--- config.mk ---
export PLATFORM = sky130hd
export DESIGN_NAME = two_voice_square_tone_generator_unit
export DESIGN_NICKNAME = d
export VERILOG_FILES = /design/src/design/tvsq_pkg.sv /design/src/design/tvsq_voice.sv /design/src/design/two_voice_square_tone_generator_unit.sv
export SDC_FILE = /design/constraint.sdc
export NUM_CORES = 1
export LEC_CHECK = 0
export BUFFER_PORTS_ARGS = -buffer_cell sky130_fd_sc_hd__buf_2
export CORE_ASPECT_RATIO = 1.4
export CORE_MARGIN = 10
export CORE_UTILIZATION = 36
export CTS_CLUSTER_DIAMETER = 120
export DETAILED_ROUTE_END_ITERATION = 8
export SETUP_SLACK_MARGIN = 0.15
export SLEW_MARGIN = 5
export SYNTH_ARGS = -nofsm -noshare
export SYNTH_HDL_FRONTEND = slang
export SYNTH_HIERARCHICAL = 1
export SYNTH_SLANG_ARGS = --single-unit
--- constraint.sdc ---
create_clock -name clk_i -period 5.4 [get_ports clk_i]
set_input_delay 0.54 -clock clk_i [delete_from_list [all_inputs] [get_ports clk_i]]
set_output_delay 0.54 -clock clk_i [all_outputs]
set_load 0.05 [all_outputs]
--- src/design/tvsq_pkg.sv ---
// Package for the two-voice square tone generator.
// Holds the shared constants, the input kind codes and the voice control/status structs.
// No dependencies.
package tvsq_pkg;

  // Field widths
  localparam int FREQ_W   = 16;
  localparam int DUR_W    = 16;
  localparam int AMP_W    = 14;
  localparam int SAMPLE_W = 16;
  localparam int PHASE_W  = 16;
  localparam int COUNT_W  = 22;

  // Defaults for the top-level parameters
  localparam int VOICES_DEF      = 2;
  localparam int SAMPLE_RATE_DEF = 48000;

  // Reset amplitude
  localparam logic [AMP_W-1:0] AMPLITUDE_RESET = AMP_W'(15000);

  // Duration scaling: count = (dur * SR) / MS_PER_SECOND.
  // Done as one multiply by ceil(SR * 2^DUR_FRAC_BITS / MS_PER_SECOND).
  // This is exact because 2^DUR_FRAC_BITS > 65535 * MS_PER_SECOND.
  localparam int MS_PER_SECOND = 1000;
  localparam int DUR_FRAC_BITS = 26;
  localparam int DUR_MULT_W    = 32;

  // APB
  localparam int PADDR_W = 3;
  localparam int PDATA_W = 32;
  localparam logic REG_AMPLITUDE_IDX = 1'b0;

  typedef enum logic {
    KIND_TICK = 1'b0,
    KIND_PLAY = 1'b1
  } tvsq_kind_e;

  typedef struct packed {
    logic load;  // load new step/count, clear phase
    logic tick;  // advance one sample
  } tvsq_voice_ctrl_t;

  typedef struct packed {
    logic active;    // samples left
    logic negative;  // phase is in the negative half
  } tvsq_voice_stat_t;

endpackage

--- src/design/tvsq_voice.sv ---
// One voice of the tone generator: phase accumulator, step and sample countdown.
// Depends on tvsq_pkg.
module tvsq_voice #(
  parameter int SAMPLE_RATE = tvsq_pkg::SAMPLE_RATE_DEF
) (
  input  logic                            clk_i,
  input  logic                            rst_ni,
  input  tvsq_pkg::tvsq_voice_ctrl_t      ctrl_i,
  input  logic [tvsq_pkg::PHASE_W-1:0]    step_i,
  input  logic [tvsq_pkg::COUNT_W-1:0]    count_i,
  output tvsq_pkg::tvsq_voice_stat_t      stat_o
);
  import tvsq_pkg::*;

  localparam logic [PHASE_W:0] SR_EXT = (PHASE_W+1)'(SAMPLE_RATE);

  logic [PHASE_W-1:0] phase_q, phase_d;
  logic [PHASE_W-1:0] step_q, step_d;
  logic [COUNT_W-1:0] remaining_q, remaining_d;
  logic [PHASE_W:0]   phase_sum;

  assign stat_o.active   = (remaining_q != '0);
  assign stat_o.negative = ({phase_q, 1'b0} > SR_EXT);

  assign phase_sum = {1'b0, phase_q} + {1'b0, step_q};

  always_comb begin
    phase_d     = phase_q;
    step_d      = step_q;
    remaining_d = remaining_q;
    if (ctrl_i.load) begin
      phase_d     = '0;
      step_d      = step_i;
      remaining_d = count_i;
    end else if (ctrl_i.tick && stat_o.active) begin
      remaining_d = remaining_q - COUNT_W'(1);
      if (phase_sum >= SR_EXT) begin
        phase_d = PHASE_W'(phase_sum - SR_EXT);
      end else begin
        phase_d = phase_sum[PHASE_W-1:0];
      end
    end
  end

  always_ff @(posedge clk_i or negedge rst_ni) begin
    if (!rst_ni) begin
      phase_q     <= '0;
      step_q      <= '0;
      remaining_q <= '0;
    end else begin
      phase_q     <= phase_d;
      step_q      <= step_d;
      remaining_q <= remaining_d;
    end
  end

`ifndef SYNTHESIS
  // phase wraps below the sample rate
  a_phase_range: assert property (@(posedge clk_i) disable iff (!rst_ni)
    {1'b0, phase_q} < SR_EXT)
    else $error("voice phase out of range");

  // load restarts the phase
  a_load_clears: assert property (@(posedge clk_i) disable iff (!rst_ni)
    ctrl_i.load |=> (phase_q == '0))
    else $error("voice phase not cleared on load");

  // an idle voice keeps its phase on a tick
  a_idle_hold: assert property (@(posedge clk_i) disable iff (!rst_ni)
    (ctrl_i.tick && !ctrl_i.load && !stat_o.active) |=> $stable(phase_q))
    else $error("idle voice phase moved");
`endif

endmodule

--- src/design/two_voice_square_tone_generator_unit.sv ---
// Top level of the two-voice square tone generator.
// Depends on tvsq_pkg and tvsq_voice.

// Square-wave tone generator with VOICES voices, each a phase accumulator
// running modulo SAMPLE_RATE. A play transaction (kind 1) loads the next voice,
// in round-robin order, with its tone frequency and a sample count of
// duration_ms * SAMPLE_RATE / 1000, and clears its phase; it produces no
// output transaction. A tick transaction (kind 0) produces one signed sample:
// every voice with samples left adds -amplitude when twice its phase exceeds
// SAMPLE_RATE and +amplitude otherwise, counts down by one and advances its
// phase by its frequency modulo SAMPLE_RATE. The sum saturates to 16 bits.
// Rate: one input transaction per clock while the input is not stalled. An
// accepted transaction is held in the input register; when it leaves, the voices
// are updated and, for a tick, the sample is loaded into the output register, so
// a sample is offered in the cycle after its tick leaves the input register. The
// duration multiply, the frequency modulo and the mixer are combinational
// between the input register and the voice/output registers. The output
// register lets the input side keep moving while a sample waits; only a tick
// that finds the output register full and stalled holds the input.
// amplitude is register 0 of the APB port (byte address 0, 14 bits, reset 15000).
module two_voice_square_tone_generator_unit #(
  parameter int VOICES      = tvsq_pkg::VOICES_DEF,
  parameter int SAMPLE_RATE = tvsq_pkg::SAMPLE_RATE_DEF
) (
  input  logic                                clk_i,
  input  logic                                rst_ni,
  // input channel
  input  logic                                in_valid_i,
  output logic                                in_stall_o,
  input  logic                                kind_i,
  input  logic [tvsq_pkg::FREQ_W-1:0]         tone_frequency_i,
  input  logic [tvsq_pkg::DUR_W-1:0]          duration_ms_i,
  // output channel
  output logic                                out_valid_o,
  input  logic                                out_stall_i,
  output logic signed [tvsq_pkg::SAMPLE_W-1:0] sample_o,
  // configuration
  input  logic                                psel,
  input  logic                                penable,
  input  logic                                pwrite,
  input  logic [tvsq_pkg::PADDR_W-1:0]        paddr,
  input  logic [tvsq_pkg::PDATA_W-1:0]        pwdata,
  output logic [tvsq_pkg::PDATA_W-1:0]        prdata,
  output logic                                pready
);
  import tvsq_pkg::*;

  localparam int VW       = (VOICES > 1) ? $clog2(VOICES) : 1;
  localparam int MIX_W    = AMP_W + 2 + VW;
  localparam int MOD_STEPS = $clog2((65535 / SAMPLE_RATE) + 1);
  localparam int PROD_W   = DUR_W + DUR_MULT_W;
  localparam logic [DUR_MULT_W-1:0] DUR_MULT = DUR_MULT_W'(
    (64'(SAMPLE_RATE) * (64'(1) << DUR_FRAC_BITS) + 64'(MS_PER_SECOND - 1))
    / 64'(MS_PER_SECOND));
  localparam logic [VW-1:0] LAST_VOICE = VW'(VOICES - 1);
  localparam logic signed [MIX_W-1:0] SAMPLE_MAX = MIX_W'(32767);
  localparam logic signed [MIX_W-1:0] SAMPLE_MIN = -MIX_W'(32768);

  // ---------------- configuration ----------------
  logic [AMP_W-1:0] amplitude_q, amplitude_d;
  logic             cfg_write;

  assign pready    = 1'b1;
  assign cfg_write = psel && penable && pwrite && (paddr[2] == REG_AMPLITUDE_IDX);

  always_comb begin
    amplitude_d = amplitude_q;
    if (cfg_write) begin
      amplitude_d = pwdata[AMP_W-1:0];
    end
  end

  always_comb begin
    prdata = '0;
    if (paddr[2] == REG_AMPLITUDE_IDX) begin
      prdata = PDATA_W'(amplitude_q);
    end
  end

  always_ff @(posedge clk_i or negedge rst_ni) begin
    if (!rst_ni) begin
      amplitude_q <= AMPLITUDE_RESET;
    end else begin
      amplitude_q <= amplitude_d;
    end
  end

  // ---------------- input register ----------------
  logic              s1_valid_q, s1_valid_d;
  tvsq_kind_e        s1_kind_q;
  logic [FREQ_W-1:0] s1_freq_q;
  logic [DUR_W-1:0]  s1_dur_q;
  logic              in_fire;
  logic              advance;
  logic              tick_fire;
  logic              play_fire;
  logic              out_valid_q, out_valid_d;

  // a play never needs the output register; a tick needs it free or draining
  assign advance   = s1_valid_q &&
                     ((s1_kind_q == KIND_PLAY) || !out_valid_q || !out_stall_i);
  assign tick_fire = advance && (s1_kind_q == KIND_TICK);
  assign play_fire = advance && (s1_kind_q == KIND_PLAY);
  assign in_stall_o = s1_valid_q && !advance;
  assign in_fire    = in_valid_i && !in_stall_o;

  always_comb begin
    s1_valid_d = s1_valid_q;
    if (in_fire) begin
      s1_valid_d = 1'b1;
    end else if (advance) begin
      s1_valid_d = 1'b0;
    end
  end

  always_ff @(posedge clk_i or negedge rst_ni) begin
    if (!rst_ni) begin
      s1_valid_q <= 1'b0;
    end else begin
      s1_valid_q <= s1_valid_d;
    end
  end

  // payload, no reset
  always_ff @(posedge clk_i) begin
    if (in_fire) begin
      s1_kind_q <= tvsq_kind_e'(kind_i);
      s1_freq_q <= tone_frequency_i;
      s1_dur_q  <= duration_ms_i;
    end
  end

  // ---------------- play: step and sample count ----------------
  logic [PROD_W-1:0]  dur_prod;
  logic [COUNT_W-1:0] load_count;
  logic [FREQ_W:0]    mod_rem;
  logic [PHASE_W-1:0] load_step;

  assign dur_prod   = PROD_W'(s1_dur_q) * PROD_W'(DUR_MULT);
  // 22-bit wrap of the count
  assign load_count = dur_prod[DUR_FRAC_BITS +: COUNT_W];

  // frequency modulo SAMPLE_RATE by restoring subtraction, quotient < 2^MOD_STEPS
  always_comb begin
    mod_rem = {1'b0, s1_freq_q};
    for (int j = MOD_STEPS - 1; j >= 0; j--) begin
      if (mod_rem >= (FREQ_W+1)'(SAMPLE_RATE << j)) begin
        mod_rem = mod_rem - (FREQ_W+1)'(SAMPLE_RATE << j);
      end
    end
  end
  assign load_step = mod_rem[PHASE_W-1:0];

  // ---------------- round-robin voice pointer ----------------
  logic [VW-1:0] next_voice_q, next_voice_d;

  always_comb begin
    next_voice_d = next_voice_q;
    if (play_fire) begin
      if (next_voice_q == LAST_VOICE) begin
        next_voice_d = '0;
      end else begin
        next_voice_d = next_voice_q + VW'(1);
      end
    end
  end

  always_ff @(posedge clk_i or negedge rst_ni) begin
    if (!rst_ni) begin
      next_voice_q <= '0;
    end else begin
      next_voice_q <= next_voice_d;
    end
  end

  // ---------------- voices ----------------
  tvsq_voice_ctrl_t voice_ctrl [VOICES];
  tvsq_voice_stat_t voice_stat [VOICES];

  for (genvar v = 0; v < VOICES; v++) begin : g_voice
    assign voice_ctrl[v].load = play_fire && (next_voice_q == VW'(v));
    assign voice_ctrl[v].tick = tick_fire;

    tvsq_voice #(
      .SAMPLE_RATE(SAMPLE_RATE)
    ) u_voice (
      .clk_i  (clk_i),
      .rst_ni (rst_ni),
      .ctrl_i (voice_ctrl[v]),
      .step_i (load_step),
      .count_i(load_count),
      .stat_o (voice_stat[v])
    );
  end

  // ---------------- mixer ----------------
  logic signed [MIX_W-1:0]    mix;
  logic signed [MIX_W-1:0]    amp_ext;
  logic signed [SAMPLE_W-1:0] mix_sat;

  assign amp_ext = $signed(MIX_W'(amplitude_q));

  always_comb begin
    mix = '0;
    for (int v = 0; v < VOICES; v++) begin
      if (voice_stat[v].active) begin
        if (voice_stat[v].negative) begin
          mix = mix - amp_ext;
        end else begin
          mix = mix + amp_ext;
        end
      end
    end
  end

  always_comb begin
    priority if (mix > SAMPLE_MAX) begin
      mix_sat = SAMPLE_W'(SAMPLE_MAX);
    end else if (mix < SAMPLE_MIN) begin
      mix_sat = SAMPLE_W'(SAMPLE_MIN);
    end else begin
      mix_sat = mix[SAMPLE_W-1:0];
    end
  end

  // ---------------- output register ----------------
  logic signed [SAMPLE_W-1:0] sample_q;

  always_comb begin
    out_valid_d = out_valid_q;
    if (tick_fire) begin
      out_valid_d = 1'b1;
    end else if (!out_stall_i) begin
      out_valid_d = 1'b0;
    end
  end

  always_ff @(posedge clk_i or negedge rst_ni) begin
    if (!rst_ni) begin
      out_valid_q <= 1'b0;
    end else begin
      out_valid_q <= out_valid_d;
    end
  end

  always_ff @(posedge clk_i) begin
    if (tick_fire) begin
      sample_q <= mix_sat;
    end
  end

  assign out_valid_o = out_valid_q;
  assign sample_o    = sample_q;

  // flat view of the load strobes
  logic [VOICES-1:0] voice_ctrl_load_vec;
  for (genvar v = 0; v < VOICES; v++) begin : g_load_vec
    assign voice_ctrl_load_vec[v] = voice_ctrl[v].load;
  end

`ifndef SYNTHESIS
  // a new sample only follows a tick leaving the input register
  a_sample_from_tick: assert property (@(posedge clk_i) disable iff (!rst_ni)
    $rose(out_valid_q) |-> $past(s1_valid_q && (s1_kind_q == KIND_TICK)))
    else $error("sample without tick");

  // a play transaction never produces a sample
  a_play_silent: assert property (@(posedge clk_i) disable iff (!rst_ni)
    (play_fire && !out_valid_q) |=> !out_valid_q)
    else $error("play produced a sample");

  // input held only when a transaction is waiting
  a_stall_cause: assert property (@(posedge clk_i) disable iff (!rst_ni)
    in_stall_o |-> (s1_valid_q && out_valid_q && out_stall_i))
    else $error("input stalled without cause");

  // round-robin pointer stays in range
  a_voice_ptr: assert property (@(posedge clk_i) disable iff (!rst_ni)
    next_voice_q <= LAST_VOICE)
    else $error("voice pointer out of range");

  // exactly one voice loads on a play
  a_one_load: assert property (@(posedge clk_i) disable iff (!rst_ni)
    play_fire |-> $onehot(voice_ctrl_load_vec))
    else $error("play did not load exactly one voice");
`endif

endmodule
==> flow_metrics.py, run 1 <==
metrics = {
    "global_route": {
        "track_usage": 0.146,
        "grt_pass1_vias": 10100,
        "antenna_found_initial": 0,
        "overflow": 0,
        "grt_pass1_wl_mm": 51.0,
        "grt_start_max_net_pins": 75,
    },
    "worst_setup_path": {
        "required_ns": 5.57,
        "max_stage_delay_ns": 0.45,
        "cp_num_buf_inv": 2,
        "start_kind": "flop",
        "cpLargestDelayFamily": "compound AO/OA/AOI/OAI gates",
        "crit_slowest_cell": "fa_1",
        "crit_chain": "nor4_1 > nand2_1 > a41o_1 > a41o_1 > a21o_1 > mux2i_1 > nor2b_1 > inv_1 > fa_1 > nor2b_1 > o221ai_1 > a211oi_1 > nor2_1 > xnor3_2 > a211oi_2 > buf_4 > o311ai_1",
        "critical_path_class": "flop to flop",
        "path_max_fanout": 14,
        "end_kind": "flop",
        "worstPathArrival_ns": 5.04,
    },
    "die": {
        "initial_core_util": 0.366,
        "die_area_sq_um": 42800,
        "pin_count": 126,
        "rows": 80,
        "core_sq_um": 34200,
        "die_h_um": 241,
        "die_w_um": 178,
    },
    "detailed_routing": {
        "detail-route-antenna-nets": 0,
        "drc": 0,
        "avgRoutedWirePerCell_um": 16.3,
        "via_per_inst": 5.38,
        "drtIter0Drc": 626,
        "drt-pass1-iter-count": 5,
        "vias": 10200,
        "routed_wl_mm": 30.7,
    },
    "cts": {
        "clkTransAtPathRegs_ns": 0.08,
        "cts_buffers": 17,
        "htreeDepth": 4,
        "clk_path_buf_depth": 2,
        "clock-sinks": 174,
        "cts_tree": "built",
        "hold_buffers": 0,
        "clock_latency_ns": 0.45,
        "post_cts_buffers": 0,
        "cts_resized": 0,
        "cts_root_buffer": "clkbuf_16",
    },
    "layout": {
        "multiInputGateArea_sq_um": 7470,
        "syn2layout_area_growth_pct": 11.5,
        "drive_gt1_frac": 0.168,
        "regArea_sq_um": 4610,
        "diodes": 0,
        "final_cell_area_sq_um": 14000,
        "fin_nets": 1574,
        "nFillCells": 3442,
    },
    "timing": {
        "slew_headroom": 0.452,
        "rsz0062_at_grt": "no",
        "max_freq_ghz": 0.205,
        "skew_ns": 0.0115,
        "hold_violations": 0,
        "fin_crit_ns": 4.87,
        "finalSetupViolations": 0,
        "worstMarginPinSlew_ns": 0.822,
        "tns_ns": 0,
        "hold_slack_ns": 0.142,
        "period_share": 0.903,
        "report.final.slew_viol_count": 0,
    },
    "placement": {
        "port_buffers": 86,
        "place_congestion": 0.862,
        "dp_hpwl_mm": 23.4,
        "placed_area_sq_um": 13400,
    },
    "run_status": {
        "status": "complete, no violations",
    },
    "yosys": {
        "synth_ff_type": "dfrtp_1",
        "synth_edf_count": 49,
        "synth_area_sq_um": 12500,
        "ys_async_sr_fraction": 0.718,
        "syn_inst": 1357,
        "synth.yosys.seq_area_share": 0.367,
        "syn_area_per_cell_sq_um": 9.25,
        "yosys_warnings": 6,
        "ys_seq_elements": 174,
        "ys_types": 102,
    },
    "run": {
        "maxCapViolCount": 0,
    },
    "worst_hold_path": {
        "min-delay-path-class": "input pin to asynchronous set/reset pin",
    },
}
## placed cells by master, fill, tap and decap left out, types with 12 or more instances in the layout
master,count
edfxtp_1,49
dfrtp_1,118
inv_1,50
ha_1,70
nor4_1,18
buf_4,13
nand4_1,17
o211ai_1,13
clkbuf_16,18
mux2_2,48
and2_1,14
buf_2,85
nor2_1,106
conb_1,27
nand2_1,126
nand2b_1,13
nand3_1,41
a31oi_1,14
nor3_1,41
xor2_1,32
a21oi_1,73
nor2b_1,30
a211oi_1,15
o21ai_0,76
a21o_1,29
and3_1,12
xnor2_1,77
## through the flow
| step | utilization | setup slack (ns) | cells |
|---|---|---|---|
| after CTS | 0.408 | 0.537 | 1889 |
| after floorplan | - | 0.918 | 1382 |
| after global placement | 0.390 | 0.663 | 1857 |
| after global routing | 0.408 | 0.240 | 1889 |
| after detailed placement | 0.390 | 0.572 | 1857 |
| final | 0.408 | 0.526 | 1889 |
## cells in the mapped netlist (15+ instances only)
| cell type | n | area share |
|---|---|---|
| a211oi_1 | 15 | 0.0090 |
| a21o_1 | 29 | 0.017 |
| a21oi_1 | 74 | 0.030 |
| a31oi_1 | 15 | 0.0075 |
| and2_1 | 15 | 0.0075 |
| buf_4 | 20 | 0.012 |
| clkbuf_1 | 33 | 0.0099 |
| dfrtp_1 | 118 | 0.24 |
| edfxtp_1 | 49 | 0.12 |
| ha_1 | 70 | 0.070 |
| inv_1 | 50 | 0.015 |
| mux2_2 | 48 | 0.043 |
| nand2_1 | 126 | 0.038 |
| nand3_1 | 41 | 0.016 |
| nand4_1 | 17 | 0.0085 |
| nor2_1 | 107 | 0.032 |
| nor2b_1 | 30 | 0.015 |
| nor3_1 | 41 | 0.016 |
| nor4_1 | 18 | 0.0090 |
| o21ai_0 | 76 | 0.030 |
| xnor2_1 | 77 | 0.054 |
| xor2_1 | 32 | 0.022 |
## routing by layer
layer	track usage	wire length, um
met1	0.165	12600
met2	0.267	16300
met3	0.0224	1100
met4	0.0603	772
met5	0	0
## state kept, by name, indices dropped and copies added, names as in the netlist
signal	flops
s1_kind_q	1
s1_freq_q	16
g_voice.u_voice/step_q	32
g_voice.u_voice/remaining_q	44
g_voice.u_voice/phase_q	32
s1_valid_q	1
amplitude_q	14
next_voice_q	1
sample_o	16
s1_dur_q	16
out_valid_o	1
## path summary, 6_finish.rpt
| check | start | to | slack, ns | depth (start not counted) |
|---|---|---|---|---|
| setup / recovery | g_voice[0].u_voice/phase_q[2]$_DFFE_PN0P_ | sample_o[3]$_SDFFCE_PN1P_ | 0.53 | 17 |
| hold / removal | rst_ni | s1_valid_q$_DFFE_PN0P_ | 0.14 | 1 |
| setup reg to reg | g_voice[0].u_voice/phase_q[2]$_DFFE_PN0P_ | sample_o[3]$_SDFFCE_PN1P_ | 0.53 | 17 |
| hold reg to reg | s1_freq_q[3]$_DFFE_PP_ | g_voice[1].u_voice/step_q[3]$_DFFE_PN0P_ | 0.51 | 1 |
| max in group asynchronous | rst_ni | amplitude_q[1]$_DFFE_PN0P_ | 4.10 | 2 |
| min in group clk_i | kind_i | s1_kind_q$_DFFE_PP_ | 0.26 | 1 |
## layout make-up
type,instances,share of cell area
multi-input cells,1084,0.534
inverters,50,0.0134
well taps,451,0.0404
clock buffers,19,0.0332
flip-flops and latches,174,0.330
repair buffers,98,0.0374
clock inverters,13,0.0117
## kinds of logic after synthesis
kind of cell	share of synthesized area
other	0.000599
buffers and inverters	0.0462
AND/OR/NAND/NOR	0.195
multiplexers	0.0439
XOR/XNOR	0.0806
AO/OA/AOI/OAI	0.189
adder cells (fa/ha/maj)	0.0771
flip-flops	0.367
Power of run 1 is left out: the tool's default activity adds up to more than one toggle a clock period on the data nets, which glitch-free logic cannot reach.
==> run 2, diff against run 1 <==
- clock period: 5.4 -> 3.9 ns (I/O delays scaled with it)
==> run 2 against run 1 <==
  * The run now ends with negative setup slack left
  * Design area rose by 11%
  * Via count increased by 6.8%
  * Critical path depth stayed put
  * Maximum frequency up 17%
  * Global-route usage rose by 0.89 points
  * Clock skew increased by 0.012 ns
  * Register-to-register slack got worse by 0.80 ns
  * Critical path type unchanged
  * Highest routed layer unchanged
==> flow_metrics.py, run 2 (synthesized netlist as in run 1, its figures left out) <==
metrics = {
    "timing": {
        "fin_crit_ns": 4.17,
        "slew_headroom": 0.336,
        "skew_ns": 0.0234,
        "layout_setup_ws_ns": -0.274,
        "hold_slack_ns": 0.00424,
        "rsz0062_at_grt": "yes",
        "max_freq_ghz": 0.240,
        "period_share": 1.07,
        "finalSetupViolations": 16,
        "hold_violations": 0,
        "report.final.slew_viol_count": 0,
        "worstMarginPinSlew_ns": 0.993,
    },
    "detailed_routing": {
        "vias": 10900,
        "via_per_inst": 5.31,
        "avgRoutedWirePerCell_um": 16.5,
        "drc": 0,
        "routed_wl_mm": 33.7,
        "detail-route-antenna-nets": 0,
        "drt-pass1-iter-count": 5,
        "drtIter0Drc": 556,
    },
    "layout": {
        "regArea_sq_um": 4610,
        "drive_gt1_frac": 0.288,
        "largest_register": "g_voice.u_voice/remaining_q",
        "nFillCells": 3308,
        "final_common_cell": "buf_4",
        "multiInputGateArea_sq_um": 7920,
        "syn2layout_area_growth_pct": 24.0,
        "largest_reg_flops": 44,
        "most-common-layout-cells": "buf_4 (164), nand2_1 (123), dfrtp_1 (118), nor2_1 (105), buf_2 (85)",
        "reg.largest.list": "g_voice.u_voice/remaining_q x44, g_voice.u_voice/phase_q x32, g_voice.u_voice/step_q x32",
        "diodes": 0,
        "final_util": 0.454,
        "fin_nets": 1731,
    },
    "worst_setup_path": {
        "critical_path_class": "flop to flop",
        "worstPathArrival_ns": 4.36,
        "path_max_fanout": 7,
        "start_kind": "flop",
        "required_ns": 4.09,
        "end_kind": "flop",
    },
    "global_route": {
        "antenna_found_initial": 0,
        "overflow": 0,
        "grt_pass1_vias": 11000,
        "track_usage": 0.155,
        "grt_start_max_net_pins": 61,
        "grt_pass1_wl_mm": 54.0,
    },
    "die": {
        "die_w_um": 178,
        "initial_core_util": 0.366,
        "die_area_sq_um": 42800,
        "die_h_um": 241,
        "rows": 80,
        "pin_count": 126,
        "core_sq_um": 34200,
    },
    "run_status": {
        "status": "finished with violations",
        "violations": "negative setup slack",
    },
    "placement": {
        "dp_hpwl_mm": 25.5,
        "place_congestion": 0.906,
        "port_buffers": 86,
    },
    "cts": {
        "cts_tree": "built",
        "cts_buffers": 17,
        "clock_latency_ns": 0.46,
        "htreeDepth": 4,
        "hold_buffers": 0,
        "clkTransAtPathRegs_ns": 0.09,
        "clock-sinks": 174,
        "clk_path_buf_depth": 2,
        "cts_root_buffer": "clkbuf_16",
    },
    "worst_hold_path": {
        "min-delay-path-class": "input pin to asynchronous set/reset pin",
    },
    "run": {
        "maxCapViolCount": 0,
    },
}
==> run 2: cell count changes in the layout (fill, tap and decap cells not counted), sizes merged <==
cell	previous run	this run
bufinv	2	0
clkinvlp	0	1
clkinv	3	6
buf	98	254
a21o	30	31
clkbuf	19	17
==> run 2: worst paths after layout <==
kind	startpoint	endpoint	slack (ns)	cells past startpoint
worst max-delay path	g_voice[0].u_voice/phase_q[3]$_DFFE_PN0P_	sample_o[9]$_SDFFCE_PN1P_	-0.27	17
worst min-delay path	rst_ni	g_voice[0].u_voice/step_q[8]$_DFFE_PN0P_	0.004	1
worst max register to register	g_voice[0].u_voice/phase_q[3]$_DFFE_PN0P_	sample_o[9]$_SDFFCE_PN1P_	-0.27	17
worst min register to register	g_voice[1].u_voice/step_q[3]$_DFFE_PN0P_	g_voice[1].u_voice/step_q[3]$_DFFE_PN0P_	0.51	1
max in group asynchronous	rst_ni	amplitude_q[9]$_DFFE_PN1P_	2.92	2
min in group clk_i	tone_frequency_i[15]	s1_freq_q[15]$_DFFE_PP_	0.11	1
==> run 2: stage by stage <==
stage / instance area [sq um] / cells / setup TNS, ns / setup slack (ns)
finish: 15600 / 2046 / -3.17 / -0.274
global route: 15600 / 2046 / -6.03 / -0.438
CTS: 15200 / 2035 / -2.20 / -0.194
detailed placement: 14600 / 2002 / -3.85 / -0.315
global placement: 14600 / 2002 / -3.72 / -0.297
floorplan: 12800 / 1382 / -0.713 / -0.108
==> run 2: critical path, stage by stage (launching register included) <==
cell and delay [ns]:
dfrtp_1 0.41, nor4_2 0.28, nand2_1 0.09, a41o_1 0.23, a41o_1 0.26, a21o_4 0.29
buf_4 0.15, nand2_2 0.05, xnor2_1 0.12, and2_4 0.18, ha_4 0.20, a21o_1 0.17
o21ba_4 0.23, o221ai_4 0.11, or4_4 0.50, a21o_1 0.22, and2_4 0.15, maj3_2 0.29
==> run 2: per-layer routing <==
layer  track usage  wire length, um  part of all wire
met2         0.288            17600              0.52
met5             0                0                 0
met3        0.0222             1080             0.032
met1         0.169            13800              0.41
met4        0.0714             1180             0.035
==> run 2: layout make-up <==
cell class / count / share of cell area
Multi-Input combinational cell: 1085 / 0.509
Sequential cell: 174 / 0.296
Timing Repair Buffer: 254 / 0.111
Tap cell: 451 / 0.0363
Clock buffer: 17 / 0.0273
Inverter: 50 / 0.0121
Clock inverter: 15 / 0.00844
==> run 2: repair_timing <==
item                                    CTS  global route
cloned                                    0             1
resized for setup                        21            47
buffers inserted                          1            10
endpoints found under the setup margin   16            16
pin swaps                                 4            32
Power of run 2 is left out for the same reason.
==> run 3, diff against run 2 <==
- BUFFER_PORTS_ARGS: -buffer_cell sky130_fd_sc_hd__buf_2 -> default
- DONT_BUFFER_PORTS: default -> 1
==> run 3 against run 2 <==
  * The flow still finishes with violations (negative setup slack)
  * Non-clock buffer count is 82 lower
  * Setup slack worse by 0.039 ns
  * Sequential cell count stayed put
  * Hold slack better by 0.029 ns
  * Sequential share of layout area is 0.63 points higher
  * Core utilization is 0.95 points lower
  * Die area stayed put
  * Critical endpoint is now sample_o[14]$_SDFFCE_PN1P_
==> flow_metrics.py, run 3 (synthesized netlist as in run 1, its figures left out) <==
metrics = {
    "detailed_routing": {
        "detail-route-antenna-nets": 0,
        "avgRoutedWirePerCell_um": 16.8,
        "drc": 0,
        "drt-pass1-iter-count": 5,
        "vias": 10500,
        "routed_wl_mm": 33.0,
        "drtIter0Drc": 697,
        "via_per_inst": 5.36,
    },
    "worst_setup_path": {
        "max_stage_delay_ns": 0.42,
        "reg2reg_depth": 17,
        "crit_chain": "nor4_2 > nand2_1 > a41o_1 > a41o_1 > a21o_4 > o41ai_4 > xor2_1 > nor2b_4 > ha_4 > nand4_1 > or3_4 > a211oi_4 > nor2_1 > xnor3_2 > buf_4 > a2111oi_2 > a21oi_1",
        "start_kind": "flop",
        "cp-startpoint": "g_voice[0].u_voice/phase_q[4]$_DFFE_PN0P_",
        "endpoint": "sample_o[14]$_SDFFCE_PN1P_",
        "end_kind": "flop",
        "path_max_fanout": 6,
        "crit_slowest_cell": "or3_4",
        "r2r-start": "g_voice[0].u_voice/phase_q[4]$_DFFE_PN0P_",
        "worstPathArrival_ns": 4.40,
        "timing.reg2reg.setup_slack_ns": -0.31,
        "rr_endpoint": "sample_o[14]$_SDFFCE_PN1P_",
        "critical_path_class": "flop to flop",
        "required_ns": 4.08,
        "crit_top_cell": "a41o_1",
    },
    "cts": {
        "cts_tree": "built",
        "cts_buffers": 17,
        "htreeDepth": 4,
        "cts_root_buffer": "clkbuf_16",
        "clkTransAtPathRegs_ns": 0.07,
        "clk_path_buf_depth": 2,
        "clock_latency_ns": 0.45,
        "clock-sinks": 174,
    },
    "layout": {
        "final_common_cell": "buf_4",
        "fin_nets": 1649,
        "syn2layout_area_growth_pct": 21.4,
        "reg.largest.list": "g_voice.u_voice/remaining_q x44, g_voice.u_voice/phase_q x32, g_voice.u_voice/step_q x32",
        "largest_reg_flops": 44,
        "nFillCells": 3262,
        "drive_gt1_frac": 0.250,
        "diodes": 0,
        "largest_register": "g_voice.u_voice/remaining_q",
        "most-common-layout-cells": "buf_4 (163), nand2_1 (123), dfrtp_1 (118), nor2_1 (105), xnor2_1 (77)",
        "final_util": 0.445,
    },
    "run": {
        "maxCapViolCount": 0,
    },
    "timing": {
        "rsz0062_at_grt": "yes",
        "finalSetupViolations": 16,
        "fin_crit_ns": 4.21,
        "report.final.slew_viol_count": 0,
        "skew_ns": 0.0147,
        "layout_setup_ws_ns": -0.314,
        "hold_violations": 0,
        "slew_headroom": 0.328,
        "worstMarginPinSlew_ns": 1.01,
        "period_share": 1.08,
        "tns_ns": -3.15,
        "max_freq_ghz": 0.237,
    },
    "placement": {
        "place_congestion": 0.906,
        "port_buffers": 0,
        "dp_hpwl_mm": 24.8,
    },
    "global_route": {
        "grt_pass1_vias": 10700,
        "track_usage": 0.154,
        "grtUsageMet3": 0.0239,
        "grt_most_used_layer": "met2",
        "grt_pass1_wl_mm": 53.3,
        "use_met2": 0.282,
        "grt_start_max_net_pins": 126,
        "antenna_found_initial": 0,
        "overflow": 0,
        "grt.met1_usage": 0.172,
    },
    "die": {
        "die_w_um": 178,
        "rows": 80,
        "die_h_um": 241,
        "core_sq_um": 34200,
        "pin_count": 126,
        "initial_core_util": 0.366,
        "die_area_sq_um": 42800,
    },
    "run_status": {
        "status": "finished with violations",
        "violations": "negative setup slack",
    },
    "worst_hold_path": {
        "hold_depth": 0,
        "min-delay-path-class": "input pin to flop",
    },
}
## run 3: cell count changes in the layout (fill, tap and decap cells not counted), moves of 3 or more
cell / change
buf_2: -85
ha_1: +3
ha_4: -3
inv_1: -3
inv_2: +3
inv_6: -3
## run 3: worst min path at each step
stage               slack (ns)                  from                                         to
floorplan                 0.09                rst_ni                 amplitude_q[0]$_DFFE_PN0P_
global placement          0.11                rst_ni  g_voice[0].u_voice/step_q[10]$_DFFE_PN0P_
detailed placement        0.11                rst_ni  g_voice[0].u_voice/step_q[10]$_DFFE_PN0P_
CTS                       0.01  tone_frequency_i[15]                    s1_freq_q[15]$_DFFE_PP_
global route             0.006  tone_frequency_i[15]                    s1_freq_q[15]$_DFFE_PP_
finish                    0.03  tone_frequency_i[15]                    s1_freq_q[15]$_DFFE_PP_
## run 3: stage by stage
step	std cells	hold WS, ns	worst slack [ns]	cell area, sq um
after floorplan	1382	0.0944	-0.108	12800
after global placement	1916	0.109	-0.400	14100
after detailed placement	1916	0.108	-0.442	14100
after CTS	1955	0.00959	-0.216	14900
after global routing	1964	0.00567	-0.452	15200
final	1964	0.0335	-0.314	15200
## run 3: repair_timing
item                                    in CTS  in global routing
endpoints found under the hold margin      125                  0
endpoints found under the setup margin      16                 17
buffers inserted                             5                  8
hold buffers                                 2                  0
pin swaps                                    7                  9
cloned                                       0                  1
gates resized for setup                     27                 51
## run 3: per-layer routing
metal	routed length, um	vias to the layer above
met5	0	-
met4	951	0
met3	1000	53
met2	17300	181
met1	13700	5100
li1	-	5200
## run 3: worst max-delay path: cells and delay by family, from the launching register on
| family | cells | cell delay (ns) |
|---|---|---|
| compound gates | 7 | 1.45 |
| xor+xnor | 2 | 0.59 |
| fa+ha+maj | 1 | 0.27 |
| buf+inv | 1 | 0.18 |
| flops | 1 | 0.39 |
| simple gates | 6 | 1.05 |
## run 3: cell type report
cell class              count  area (sq um)  share of cell area
clock buffers              18           429              0.0282
repair buffers            172          1350              0.0888
flip-flops and latches    174          4610               0.302
inverters                  50           188              0.0123
clock inverters            14           158              0.0103
well taps                 451           564              0.0370
multi-input cells        1085          7940               0.521
Power of run 3 is left out for the same reason.
